## config.mk

```make
export PLATFORM = sky130hd
export DESIGN_NAME = key_event_fifo_with_release_reserve_flat
export DESIGN_NICKNAME = d
export VERILOG_FILES = /design/src/rtl/core/kef_pkg.sv /design/src/rtl/core/kef_if.sv /design/src/rtl/core/key_event_fifo_with_release_reserve.sv /design/src/rtl/core/kef_ram.sv /design/src/rtl/core/kef_ctrl.sv /design/src/rtl/core/kef_dp.sv /design/src/flat_wrapper.sv
export SDC_FILE = /design/constraint.sdc
export NUM_CORES = 2
export LEC_CHECK = 0
export BUFFER_PORTS_ARGS = -buffer_cell sky130_fd_sc_hd__buf_2
export CAP_MARGIN = 20
export CORE_UTILIZATION = 40
export CTS_BUF_LIST = sky130_fd_sc_hd__clkbuf_4 sky130_fd_sc_hd__clkbuf_8 sky130_fd_sc_hd__clkbuf_16
export CTS_CLUSTER_SIZE = 8
export DETAILED_ROUTE_END_ITERATION = 8
export GPL_ROUTABILITY_DRIVEN = 0
export SYNTH_ARGS = -nofsm -noshare
export SYNTH_HDL_FRONTEND = slang
export SYNTH_SLANG_ARGS = --single-unit
export TNS_END_PERCENT = 5
```

## constraint.sdc

```tcl
create_clock -name clock -period 6.6 [get_ports clock]
set_input_delay 1.98 -clock clock [delete_from_list [all_inputs] [get_ports clock]]
set_output_delay 1.98 -clock clock [all_outputs]
set_load 0.005 [all_outputs]
```

## src/rtl/core/kef_pkg.sv

```systemverilog
// Shared types and constants for the key event queue.
// No dependencies; compiled first.
`timescale 1ns / 1ps

package kef_pkg;

   localparam int KEY_W            = 32;
   localparam int LIMIT_W          = 7;
   localparam int MAX_DEPTH_DEF    = 64;
   localparam int DOWN_BIT_DEF     = 29;
   localparam int RELEASE_BIT_DEF  = 28;

   localparam logic [LIMIT_W-1:0] LIMIT_RESET = LIMIT_W'(7);

   localparam logic CMD_PUT = 1'b0;
   localparam logic CMD_GET = 1'b1;

   // Controller to datapath commands.
   typedef struct packed {
      logic capture;    // latch request payload
      logic execute;    // run put or get, load response registers
      logic cfg_write;  // load limit and flush queue
   } kef_cmd_type;

endpackage

```

## src/rtl/core/kef_if.sv

```systemverilog
// Handshake channel interfaces for request, response and CSR write.
// Depends on kef_pkg.
`timescale 1ns / 1ps

interface kef_req_if;
   logic                     valid;
   logic                     ready;
   logic                     command;
   logic [kef_pkg::KEY_W-1:0] key_code;

   modport source (output valid, output command, output key_code, input ready);
   modport sink   (input valid, input command, input key_code, output ready);
endinterface

interface kef_rsp_if;
   logic                     valid;
   logic                     ready;
   logic                     accepted;
   logic                     key_valid;
   logic [kef_pkg::KEY_W-1:0] key_out;

   modport source (output valid, output accepted, output key_valid, output key_out,
                   input ready);
   modport sink   (input valid, input accepted, input key_valid, input key_out,
                   output ready);
endinterface

interface kef_csr_if;
   logic                       valid;
   logic                       ready;
   logic [kef_pkg::LIMIT_W-1:0] data;

   modport source (output valid, output data, input ready);
   modport sink   (input valid, input data, output ready);
endinterface

```

## src/rtl/core/key_event_fifo_with_release_reserve.sv

```systemverilog
// Top level of the key event queue: controller, datapath and channel hookup.
// Depends on kef_pkg, kef_if, kef_ctrl and kef_dp.
`timescale 1ns / 1ps

// Key event queue with a release reserve. Each request is a put or a get and
// produces exactly one response. A transaction passes through the accept
// cycle, an execute cycle (the event RAM read port is registered, so a get's
// data arrives there) and the response state; the next request is taken once
// the response has been handed off, so a new request is never taken while one
// is still in flight. The controller runs one transaction at a time. A CSR
// write of the limit flushes the queue and is taken only while no transaction
// is in flight; it has priority over a request offered in the same cycle. The
// event RAM needs no clearing after reset.

module key_event_fifo_with_release_reserve #(
   parameter int MAX_DEPTH   = kef_pkg::MAX_DEPTH_DEF,
   parameter int DOWN_BIT    = kef_pkg::DOWN_BIT_DEF,
   parameter int RELEASE_BIT = kef_pkg::RELEASE_BIT_DEF
) (
   input  logic      clock,
   input  logic      reset,
   kef_req_if.sink   req_ch,
   kef_rsp_if.source rsp_ch,
   kef_csr_if.sink   csr_ch
);
   import kef_pkg::*;

   kef_cmd_type cmd;

   kef_ctrl u_ctrl (
      .clock     (clock),
      .reset     (reset),
      .req_valid (req_ch.valid),
      .req_ready (req_ch.ready),
      .csr_valid (csr_ch.valid),
      .csr_ready (csr_ch.ready),
      .rsp_valid (rsp_ch.valid),
      .rsp_ready (rsp_ch.ready),
      .cmd       (cmd)
   );

   kef_dp #(
      .MAX_DEPTH   (MAX_DEPTH),
      .DOWN_BIT    (DOWN_BIT),
      .RELEASE_BIT (RELEASE_BIT)
   ) u_dp (
      .clock         (clock),
      .reset         (reset),
      .cmd           (cmd),
      .req_command   (req_ch.command),
      .req_key_code  (req_ch.key_code),
      .csr_data      (csr_ch.data),
      .rsp_accepted  (rsp_ch.accepted),
      .rsp_key_valid (rsp_ch.key_valid),
      .rsp_key_out   (rsp_ch.key_out)
   );

endmodule

```

## src/rtl/core/kef_ram.sv

```systemverilog
// Generic single-write, single-read RAM with registered read data.
// No dependencies.
`timescale 1ns / 1ps

module kef_ram #(
   parameter int WIDTH = 32,
   parameter int DEPTH = 64
) (
   input  logic                     clock,
   input  logic                     wr_en,
   input  logic [$clog2(DEPTH)-1:0] wr_addr,
   input  logic [WIDTH-1:0]         wr_data,
   input  logic [$clog2(DEPTH)-1:0] rd_addr,
   output logic [WIDTH-1:0]         rd_data
);

   logic [WIDTH-1:0] mem_ff [DEPTH];
   logic [WIDTH-1:0] rd_data_ff;

   always_ff @(posedge clock) begin
      if (wr_en) begin
         mem_ff[wr_addr] <= wr_data;
      end
      rd_data_ff <= mem_ff[rd_addr];
   end

   assign rd_data = rd_data_ff;

endmodule

```

## src/rtl/core/kef_ctrl.sv

```systemverilog
// Sequencing state machine: accept, execute, hold response.
// Depends on kef_pkg.
`timescale 1ns / 1ps

module kef_ctrl (
   input  logic                 clock,
   input  logic                 reset,
   input  logic                 req_valid,
   output logic                 req_ready,
   input  logic                 csr_valid,
   output logic                 csr_ready,
   output logic                 rsp_valid,
   input  logic                 rsp_ready,
   output kef_pkg::kef_cmd_type cmd
);
   import kef_pkg::*;

   typedef enum logic [1:0] {
      ST_IDLE,
      ST_EXEC,
      ST_RESP
   } state_type;

   state_type state_ff, state_in;
   logic      rsp_valid_ff, rsp_valid_in;

   // CSR write wins over a request in the same cycle.
   assign csr_ready = (state_ff == ST_IDLE);
   assign req_ready = (state_ff == ST_IDLE) && !csr_valid;
   assign rsp_valid = rsp_valid_ff;

   assign cmd.capture   = req_valid && req_ready;
   assign cmd.execute   = (state_ff == ST_EXEC);
   assign cmd.cfg_write = csr_valid && csr_ready;

   always_comb begin
      state_in     = state_ff;
      rsp_valid_in = rsp_valid_ff;
      case (state_ff)
         ST_IDLE: begin
            if (cmd.capture) begin
               state_in = ST_EXEC;
            end
         end
         ST_EXEC: begin
            state_in     = ST_RESP;
            rsp_valid_in = 1'b1;
         end
         ST_RESP: begin
            if (rsp_ready) begin
               state_in     = ST_IDLE;
               rsp_valid_in = 1'b0;
            end
         end
         default: begin
            state_in     = ST_IDLE;
            rsp_valid_in = 1'b0;
         end
      endcase
   end

   always_ff @(posedge clock) begin
      if (reset) begin
         state_ff     <= ST_IDLE;
         rsp_valid_ff <= 1'b0;
      end else begin
         state_ff     <= state_in;
         rsp_valid_ff <= rsp_valid_in;
      end
   end

   a_exec_to_resp: assert property (@(posedge clock) disable iff (reset)
      (state_ff == ST_EXEC) |=> (state_ff == ST_RESP) && rsp_valid_ff)
      else $error("execute cycle not followed by response");

   a_no_dual_accept: assert property (@(posedge clock) disable iff (reset)
      !(cmd.capture && cmd.cfg_write))
      else $error("request and CSR write accepted together");

endmodule

```

## src/rtl/core/kef_dp.sv

```systemverilog
// Queue datapath: pointers, admission policy, event RAM and response registers.
// Depends on kef_pkg and kef_ram.
`timescale 1ns / 1ps

module kef_dp #(
   parameter int MAX_DEPTH   = kef_pkg::MAX_DEPTH_DEF,
   parameter int DOWN_BIT    = kef_pkg::DOWN_BIT_DEF,
   parameter int RELEASE_BIT = kef_pkg::RELEASE_BIT_DEF
) (
   input  logic                         clock,
   input  logic                         reset,
   input  kef_pkg::kef_cmd_type         cmd,
   input  logic                         req_command,
   input  logic [kef_pkg::KEY_W-1:0]    req_key_code,
   input  logic [kef_pkg::LIMIT_W-1:0]  csr_data,
   output logic                         rsp_accepted,
   output logic                         rsp_key_valid,
   output logic [kef_pkg::KEY_W-1:0]    rsp_key_out
);
   import kef_pkg::*;

   localparam int IDX_W = $clog2(MAX_DEPTH);
   localparam int CNT_W = $clog2(MAX_DEPTH + 1);
   localparam int CMP_W = (CNT_W > LIMIT_W) ? CNT_W : LIMIT_W;
   localparam logic [KEY_W-1:0] DOWN_MASK = KEY_W'(1) << DOWN_BIT;
   localparam logic [KEY_W-1:0] RA_MASK   = KEY_W'(1) << RELEASE_BIT;

   logic [LIMIT_W-1:0] limit_ff;
   logic [IDX_W-1:0]   read_slot_ff;
   logic [CNT_W-1:0]   count_ff;
   logic [KEY_W-1:0]   last_down_ff;
   logic               cmd_ff;
   logic [KEY_W-1:0]   key_ff;
   logic               accepted_ff, accepted_in;
   logic               key_valid_ff, key_valid_in;
   logic [KEY_W-1:0]   key_out_ff, key_out_in;

   logic [CMP_W-1:0]   limit_ext;
   logic [CNT_W-1:0]   lim;
   logic [CNT_W-1:0]   free_slots;
   logic               put_ok;
   logic [KEY_W-1:0]   put_code;
   logic [CNT_W:0]     slot_sum;
   logic [CNT_W:0]     slot_wrap;
   logic [CNT_W-1:0]   slot_next;
   logic               get_ok;
   logic [KEY_W-1:0]   rd_data;
   logic               wr_en;

   assign limit_ext = CMP_W'(limit_ff);
   assign lim = (limit_ext > CMP_W'(MAX_DEPTH)) ? CNT_W'(MAX_DEPTH) : CNT_W'(limit_ext);
   assign free_slots = lim - count_ff;

   always_comb begin
      put_ok   = 1'b1;
      put_code = key_ff;
      if (free_slots == '0) begin
         put_ok = 1'b0;
      end else if (((key_ff & DOWN_MASK) != '0) && (free_slots <= (lim >> 1))) begin
         put_ok = 1'b0;
      end else if (free_slots == CNT_W'(1)) begin
         // Last slot is reserved for a release-all event.
         if ((last_down_ff & RA_MASK) != '0) begin
            put_ok = 1'b0;
         end
         put_code = ((key_ff == last_down_ff) ? key_ff : '0) | RA_MASK;
      end
   end

   // read_slot + count stays below twice the limit: one conditional subtract.
   assign slot_sum  = (CNT_W + 1)'(read_slot_ff) + (CNT_W + 1)'(count_ff);
   assign slot_wrap = (slot_sum >= (CNT_W + 1)'(lim)) ? slot_sum - (CNT_W + 1)'(lim)
                                                      : slot_sum;
   assign slot_next = (CNT_W'(read_slot_ff) + CNT_W'(1) == lim) ? '0
                                                               : CNT_W'(read_slot_ff) + CNT_W'(1);

   assign get_ok = (count_ff != '0) && (lim != '0);
   assign wr_en  = cmd.execute && (cmd_ff == CMD_PUT) && put_ok;

   kef_ram #(
      .WIDTH (KEY_W),
      .DEPTH (MAX_DEPTH)
   ) u_ram (
      .clock   (clock),
      .wr_en   (wr_en),
      .wr_addr (IDX_W'(slot_wrap)),
      .wr_data (put_code),
      .rd_addr (read_slot_ff),
      .rd_data (rd_data)
   );

   always_comb begin
      accepted_in  = 1'b0;
      key_valid_in = 1'b0;
      key_out_in   = '0;
      if (cmd_ff == CMD_PUT) begin
         if (put_ok) begin
            accepted_in = 1'b1;
            key_out_in  = put_code;
         end
      end else if (get_ok) begin
         key_valid_in = 1'b1;
         key_out_in   = rd_data;
      end
   end

   always_ff @(posedge clock) begin
      if (reset) begin
         limit_ff     <= LIMIT_RESET;
         read_slot_ff <= '0;
         count_ff     <= '0;
         last_down_ff <= '0;
      end else if (cmd.cfg_write) begin
         limit_ff     <= csr_data;
         read_slot_ff <= '0;
         count_ff     <= '0;
      end else if (cmd.execute) begin
         if (wr_en) begin
            count_ff <= count_ff + CNT_W'(1);
            if ((put_code & DOWN_MASK) != '0) begin
               last_down_ff <= put_code & ~DOWN_MASK;
            end else begin
               last_down_ff <= put_code & RA_MASK;
            end
         end else if ((cmd_ff == CMD_GET) && get_ok) begin
            count_ff     <= count_ff - CNT_W'(1);
            read_slot_ff <= IDX_W'(slot_next);
         end
      end
   end

   always_ff @(posedge clock) begin
      if (cmd.capture) begin
         cmd_ff <= req_command;
         key_ff <= req_key_code;
      end
      if (cmd.execute) begin
         accepted_ff  <= accepted_in;
         key_valid_ff <= key_valid_in;
         key_out_ff   <= key_out_in;
      end
   end

   assign rsp_accepted  = accepted_ff;
   assign rsp_key_valid = key_valid_ff;
   assign rsp_key_out   = key_out_ff;

   a_count_in_limit: assert property (@(posedge clock) disable iff (reset)
      count_ff <= lim)
      else $error("entry count exceeds active limit");

   a_slot_in_limit: assert property (@(posedge clock) disable iff (reset)
      (read_slot_ff == '0) || (CNT_W'(read_slot_ff) < lim))
      else $error("read slot outside active limit");

   a_write_needs_room: assert property (@(posedge clock) disable iff (reset)
      wr_en |=> (count_ff == $past(count_ff) + CNT_W'(1)))
      else $error("stored put did not advance the count");

endmodule

```

## src/flat_wrapper.sv

```systemverilog
// flat-port wrapper written by rule: the top's interface ports become plain ports
module key_event_fifo_with_release_reserve_flat import kef_pkg::*;
#(
   parameter int MAX_DEPTH   = kef_pkg::MAX_DEPTH_DEF,
   parameter int DOWN_BIT    = kef_pkg::DOWN_BIT_DEF,
   parameter int RELEASE_BIT = kef_pkg::RELEASE_BIT_DEF
)
  (clock, reset, req_ch_valid, req_ch_command, req_ch_key_code, req_ch_ready, rsp_ch_valid, rsp_ch_accepted, rsp_ch_key_valid, rsp_ch_key_out, rsp_ch_ready, csr_ch_valid, csr_ch_data, csr_ch_ready);
  kef_req_if req_ch_i ();
  kef_rsp_if rsp_ch_i ();
  kef_csr_if csr_ch_i ();
  input  logic clock;
  input  logic reset;
  input wire logic [$bits(req_ch_i.valid)-1:0] req_ch_valid;
  input wire logic [$bits(req_ch_i.command)-1:0] req_ch_command;
  input wire logic [$bits(req_ch_i.key_code)-1:0] req_ch_key_code;
  output wire logic [$bits(req_ch_i.ready)-1:0] req_ch_ready;
  output wire logic [$bits(rsp_ch_i.valid)-1:0] rsp_ch_valid;
  output wire logic [$bits(rsp_ch_i.accepted)-1:0] rsp_ch_accepted;
  output wire logic [$bits(rsp_ch_i.key_valid)-1:0] rsp_ch_key_valid;
  output wire logic [$bits(rsp_ch_i.key_out)-1:0] rsp_ch_key_out;
  input wire logic [$bits(rsp_ch_i.ready)-1:0] rsp_ch_ready;
  input wire logic [$bits(csr_ch_i.valid)-1:0] csr_ch_valid;
  input wire logic [$bits(csr_ch_i.data)-1:0] csr_ch_data;
  output wire logic [$bits(csr_ch_i.ready)-1:0] csr_ch_ready;
  assign req_ch_i.valid = req_ch_valid;
  assign req_ch_i.command = req_ch_command;
  assign req_ch_i.key_code = req_ch_key_code;
  assign req_ch_ready = req_ch_i.ready;
  assign rsp_ch_valid = rsp_ch_i.valid;
  assign rsp_ch_accepted = rsp_ch_i.accepted;
  assign rsp_ch_key_valid = rsp_ch_i.key_valid;
  assign rsp_ch_key_out = rsp_ch_i.key_out;
  assign rsp_ch_i.ready = rsp_ch_ready;
  assign csr_ch_i.valid = csr_ch_valid;
  assign csr_ch_i.data = csr_ch_data;
  assign csr_ch_ready = csr_ch_i.ready;
  key_event_fifo_with_release_reserve #(.MAX_DEPTH(MAX_DEPTH), .DOWN_BIT(DOWN_BIT), .RELEASE_BIT(RELEASE_BIT)) u_core (.clock(clock), .reset(reset), .req_ch(req_ch_i), .rsp_ch(rsp_ch_i), .csr_ch(csr_ch_i));
endmodule
```

# Yosys cells after proc, flatten, opt, wreduce, memory -nomap -nowiden
# Memory sizes are Yosys's and may differ from the RTL's. A register that Yosys moved wholly into a read port is not among the register bits.
# Index checks and enable logic that the tools add are counted.
[totals]
ff_bits = 122
ram_bits = 2048
word_cells = 78
mem_count = 1
[classes]
addsub = 6
order_cmp = 3
n_eq_ne = 7
mux = 26
n_bitwise = 4
reduce_logical = 20
[mem_list]
columns = ["name", "depth", "word_bits", "rd", "rd_clocked_by_memory_dff", "write_ports", "line_no", "source"]
rows = [
  ["u_core.u_dp.u_ram.mem_ff", 64, 32, 1, 1, 1, "kef_ram.sv:17", "logic [WIDTH-1:0] mem_ff [DEPTH];"],
]
[op_table]
columns = ["operator", "n"]
rows = [
  ["$mux W32", 8],
  ["$eq A32 B32 Y1", 1],
  ["$mux W7", 3],
  ["$reduce_bool A7 Y1", 2],
  ["$mux W6", 2],
  ["$mux W1", 9],
  ["$add A6 B7 Y8", 1],
  ["$ge A8 B7 Y1", 1],
  ["$logic_and A1 B1 Y1", 8],
  ["$add A6 B1 Y7 const B", 1],
  ["$add A7 B1 Y7 const B", 1],
  ["$eq A7 B1 Y1 const B", 1],
  ["$eq A7 B7 Y1", 1],
  ["$gt A7 B7 Y1 const B", 1],
  ["$le A7 B6 Y1", 1],
  ["$logic_not A7 Y1", 1],
  ["$sub A7 B1 Y7 const B", 1],
  ["$sub A7 B7 Y7", 1],
  ["$pmux W2 S3", 1],
  ["$reduce_and A2 Y1", 3],
  ["$reduce_and A3 Y1", 2],
  ["$sub A6 B6 Y6", 1],
  ["$mux W2", 2],
  ["$not A1 Y1", 4],
  ["other kinds (9)", 9],
]

# Logic depth before layout (Yosys ltp)
[depth]
word_depth = 10
depth_mapped = 25

# Hierarchy
# From an unflattened synthesis, not the netlist that was laid out.
[unflattened]
hier_cells = 3874
hier_area_um2 = 84866.4
[modules_own_cells]
columns = ["module", "n_inst", "cells_per_inst", "area_per_inst_um2", "seq_area_each_um2"]
rows = [
  ["kef_ram", 1, 3324, 78515.3, 62139.6],
  ["kef_dp", 1, 535, 6206.0, 3032.9],
  ["kef_ctrl", 1, 15, 145.1, 60.1],
]

# Least setup slack after synthesis
# OpenSTA, ideal clock, no wires.
[synth_timing]
path_kind = "flip-flop to flip-flop"
start = "reg u_core.u_dp.limit_ff[6], in the netlist u_core.u_dp.limit_ext[6]"
end = "mem u_core.u_dp.u_ram.mem_ff[46][0], enable pin"
setup_time_ns = 0.513
t_arrival_ns = 6.855
t_required_ns = 6.087
slack_ns = -0.768
stages_incl_launch_ff = 20
n_path_buf = 2
period_less_slack_ns = 7.368
cell_sequence = "dfxtp_1 -> clkinv_1 -> nand2_1 -> ha_1 -> inv_1 -> fa_1 -> a211oi_1 -> nor2_1 -> xnor2_1 -> ha_1 -> nand2_1 -> a211o_1 -> a21oi_1 -> o311a_1 -> o21ai_2 -> inv_2 -> buf_2 -> nand2_1 -> buf_2 -> nor4b_1"
[synth_via]
elab_chain_len = 10
[synth_lines]
columns = ["element", "line_no", "source"]
rows = [
  ["start, declared", "kef_dp.sv:28", "logic [LIMIT_W-1:0] limit_ff;"],
  ["start signal, assigned", "kef_dp.sv:114", "limit_ff <= csr_data;"],
  ["$gt A7 B7 Y1", "kef_dp.sv:51", "assign lim = (limit_ext > CMP_W'(MAX_DEPTH)) ? CNT_W'(MAX_DEPTH) : CNT_W'(limit_ext);"],
  ["$mux W7 *", "kef_dp.sv:51", ""],
  ["$sub A7 B7 Y7", "kef_dp.sv:52", "assign free_slots = lim - count_ff;"],
  ["$le A7 B6 Y1 or $eq A7 B1 Y1 (tied branches)", "kef_dp.sv:59, kef_dp.sv:61", ""],
  ["$logic_and A1 B1 Y1 or $mux W1 (tied branches)", "kef_dp.sv:59, kef_dp.sv:61", ""],
  ["$mux W1", "kef_dp.sv:59", "end else if (((key_ff & DOWN_MASK) != '0) && (free_slots <= (lim >> 1))) begin"],
  ["$mux W1", "kef_dp.sv:57", "if (free_slots == '0) begin"],
  ["$logic_and A1 B1 Y1", "kef_dp.sv:78", "assign wr_en = cmd.execute && (cmd_ff == CMD_PUT) && put_ok;"],
  ["$mux W1", "kef_ram.sv:21", "if (wr_en) begin"],
  ["$mux W1 (not written as such)", "kef_ram.sv:22", "mem_ff[wr_addr] <= wr_data;"],
  ["end, declared", "kef_ram.sv:17", ""],
]
# Mark *: on every way between the ends. The rest lies on a longest branch, timed or not.

# Final worst setup path
[layout_timing]
start = "reg u_core.u_dp.limit_ff[6], in the netlist u_core.u_dp.limit_ext[6]"
end = "mem u_core.u_dp.u_ram.mem_ff[17][25], enable pin"
# Same word-level chain as after synthesis.

==> run_results.csv <==
group,metric,value,unit
critical_path,start_kind,"flip-flop",
grt,grt_pass1_wl,316000,um
sta,period_share,88.3,%
sta,finClkSkew,62.0,ps
grt,grt_use_total,20.7,%
pwr,vdd_ir_drop_max,0.237,mV
cts,tritoncts,"yes",
synthesis,syn-num-nets,3701,
synthesis,synth-seq-cells,2201,
critical_path,crit_fanout,32,
critical_path,r2r_slack,770,ps
synthesis,synth_top_area_share,74.8,%
placement,dp_cells,6448,
synthesis,synth_edf_count,2115,
sta,tightestPinTransition,1140,ps
hold_path,hold_path.class,"reg2reg",
cts,cts-root-buf,"clkbuf_16",
critical_path,timing.rr.end,"u_core.u_dp.u_ram.mem_ff[17][25]",
final_layout,multi_input_area,19200,um2
synthesis,netlist_instances,3620,
cts,h-tree-depth,5,
sta,finalMaxSlewViolations,0,
cts,cts.sinks,2201,
grt,grt-ovfl-total,0,
status,outcome,"complete, no violations",
synthesis,yosys.area.top_type,"edfxtp_1",
die,die_y,463,um
synthesis,synth_cell_types,58,
synthesis,synth_area_leaders,"edfxtp_1 (75%), mux4_2 (18%), dfxtp_1 (2.0%), a22o_1 (0.61%), ha_1 (0.47%)",
cts,post-cts-setup-buffers,0,
sta,worst_slack,771,ps
critical_path,critical_path_class,"reg2reg",
critical_path,crit_path_end,"u_core.u_dp.u_ram.mem_ff[17][25]",
grt,grt_pass1_vias,41100,
die,die-width,463,um
synthesis,synthFlopType,"edfxtp_1",
critical_path,ff2ff_path_depth,18,
placement,dp_slack,926,ps
sta,maxClockFrequency,172,MHz
synthesis,synth.yosys.seq_area_share,76.8,%
final_layout,n_fill_cell,16900,
route,vias,40500,
synthesis,synth_area,85000,um2
critical_path,worstPathArrival,6350,ps
synthesis,syn-mean-instance-area,23.5,um2
final_layout,drive_gt1_share,36.2,%
pwr,p_per_area,318,nW/um2
sta,final_hold_viol_count,0,
grt,antenna_found_initial,15,
flow_run,timing.max_cap.violations,0,
placement,dp_hpwl,127000,um
final_layout,instances_no_fill,6934,
sta,min_period,5830,ps
cts,cts_buffers,325,
cts,clk_pin_slew_worst_paths,50,ps
critical_path,r2r-start,"u_core.u_dp.limit_ext[6]",
grt,grt_max_degree,143,
pwr,power.leakage,30.5,nW
die,dieArea,214000,um2
critical_path,crit_start,"u_core.u_dp.limit_ext[6]",
route,wirelength,223000,um
cts,ctsResizeCount,0,
die,start_util,40.4,%
sta,relSlewSlack,24.0,%
die,rows,168,
route,wl_per_cell,32.1,um
final_layout,nets,4053,
route,vias_per_cell,5.84,
route,initialDrtViolationCount,4829,
sta,setup_viol,0,
synthesis,synthArstFlopShare,0,%
cts,clk_path_buf_depth,4,
cts,hold_buffers,0,
critical_path,required,7120,ps
route,drtAntennaViolNets,0,
route,drc,0,
placement,portBuffers,81,
final_layout,layout-area-overhead-vs-synth,16.7,%
die,ios,82,
route,firstDrtPassIters,5,
sta,rsz0062_at_grt,"false",
die,coreArea,210000,um2
final_layout,seqCellArea,65300,um2
cts,worstSkewPairLatency,920,ps
synthesis,synthTopCellsByCount,"edfxtp_1 (2115), mux4_2 (663), clkbuf_1 (106), dfxtp_1 (86), buf_1 (63)",
synthesis,yosysWarnings,0,
synthesis,yosysMostFrequentCell,"edfxtp_1",
critical_path,cp-end-kind,"flip-flop",
==> critical path, stage by stage, from the launching register on <==
cell	delay (ps)
dfxtp_1	440
clkinv_1	350
nand2_1	220
ha_1	190
inv_1	60
fa_1	420
a211oi_1	380
nor2_1	160
xnor2_1	160
ha_1	300
nand2_1	80
a211o_1	240
a21oi_1	230
o311a_1	190
o21ai_2	70
inv_2	310
nand3_1	710
nor3_2	330
buf_4	560
==> logic make-up after synthesis <==
logic type,synth area share [%]
DFF,76.8
xor gates and xnor gates,0.576
AOI/OAI and AO/OA,1.37
and+or+nand+nor,1.65
adders and majority gates,0.566
buffers and inverters,1.04
muxes,18.0
==> registers in the layout, indices dropped and copies added (netlist names), 6 cells and up <==
name / flops
u_core.u_dp.u_ram.mem_ff: 2048
u_core.u_dp.key_ff: 32
u_core.u_dp.rsp_key_out: 32
u_core.u_dp.u_ram.rd_data: 32
u_core.u_dp.last_down_ff: 31
u_core.u_dp.count_ff: 7
u_core.u_dp.limit_ext: 7
u_core.u_dp.read_slot_ff: 6
==> through the flow <==
stage / TNS (ps) / hold WS [ps] / util, % / cell area [um2] / power [mW]
after floorplan: -252280 / 462 / - / 85000 / 16.1
after global placement: 0 / 476 / 42.6 / 89600 / 16.4
after detailed placement: 0 / 476 / 42.6 / 89600 / 16.4
after CTS: 0 / 494 / 47.1 / 99100 / 31.7
after global routing: 0 / 509 / 47.1 / 99100 / 32.3
final: 0 / 494 / 47.1 / 99200 / 31.5
==> report_power, final <==
part           switching, mW  leakage, nW  internal [mW]
registers             0.0447         19.7           15.4
clock network           5.60         4.79           9.73
logic                  0.558         6.00          0.183
==> cell usage in the layout (no fill, tap or decap), types with 8 or more instances in the layout <==
master / netlist / layout
nor4_1: 20 / 11
inv_1: 26 / 25
clkbuf_16: 0 / 333
nor4_2: 0 / 9
edfxtp_1: 2115 / 2115
dfxtp_1: 86 / 80
clkbuf_4: 0 / 141
buf_2: 19 / 81
nor3_2: 0 / 43
mux2_2: 12 / 12
buf_4: 0 / 127
nand2_1: 40 / 40
nor2b_1: 11 / 10
nand3_1: 14 / 14
xnor2_1: 18 / 18
mux4_2: 663 / 663
nor3_1: 52 / 9
mux2i_1: 23 / 22
nand2b_1: 9 / 9
buf_12: 0 / 8
and2_4: 30 / 30
o21ai_0: 24 / 24
xor2_1: 36 / 36
ha_1: 32 / 32
nor2_1: 41 / 37
a22o_1: 59 / 59
a21oi_1: 31 / 29
==> layer usage <==
layer  up-vias  global-route usage, %  part of all wire [%]
met5         -                      0                0.0058
met4         2                   5.84                   2.5
met3       334                   4.16                   7.7
met2      1741                   31.9                    47
met1     22200                   30.1                    43
li1      16200                      -                     -
==> final cells by class <==
type	instances	share of cell area, %
Timing Repair Buffer	217	1.56
Sequential cell	2201	65.8
Inverter	28	0.106
Clock buffer	474	9.47
Clock inverter	6	0.0896
Tap cell	2805	3.54
Multi-Input combinational cell	1199	19.4
Antenna cell	4	0.0101
==> worst min path at each step <==
stage               slack, ps  cells after the start                      endpoint                    startpoint
floorplan                 460                      1   u_core.u_dp.last_down_ff[0]   u_core.u_dp.last_down_ff[0]
global placement          480                      1   u_core.u_dp.last_down_ff[0]   u_core.u_dp.last_down_ff[0]
detailed placement        480                      1  u_core.u_dp.last_down_ff[16]  u_core.u_dp.last_down_ff[16]
CTS                       490                      1  u_core.u_dp.last_down_ff[13]  u_core.u_dp.last_down_ff[13]
global route              510                      1  u_core.u_dp.last_down_ff[14]  u_core.u_dp.last_down_ff[14]
finish                    490                      1  u_core.u_dp.last_down_ff[11]  u_core.u_dp.last_down_ff[11]
(Power assumes the default switching activity.)
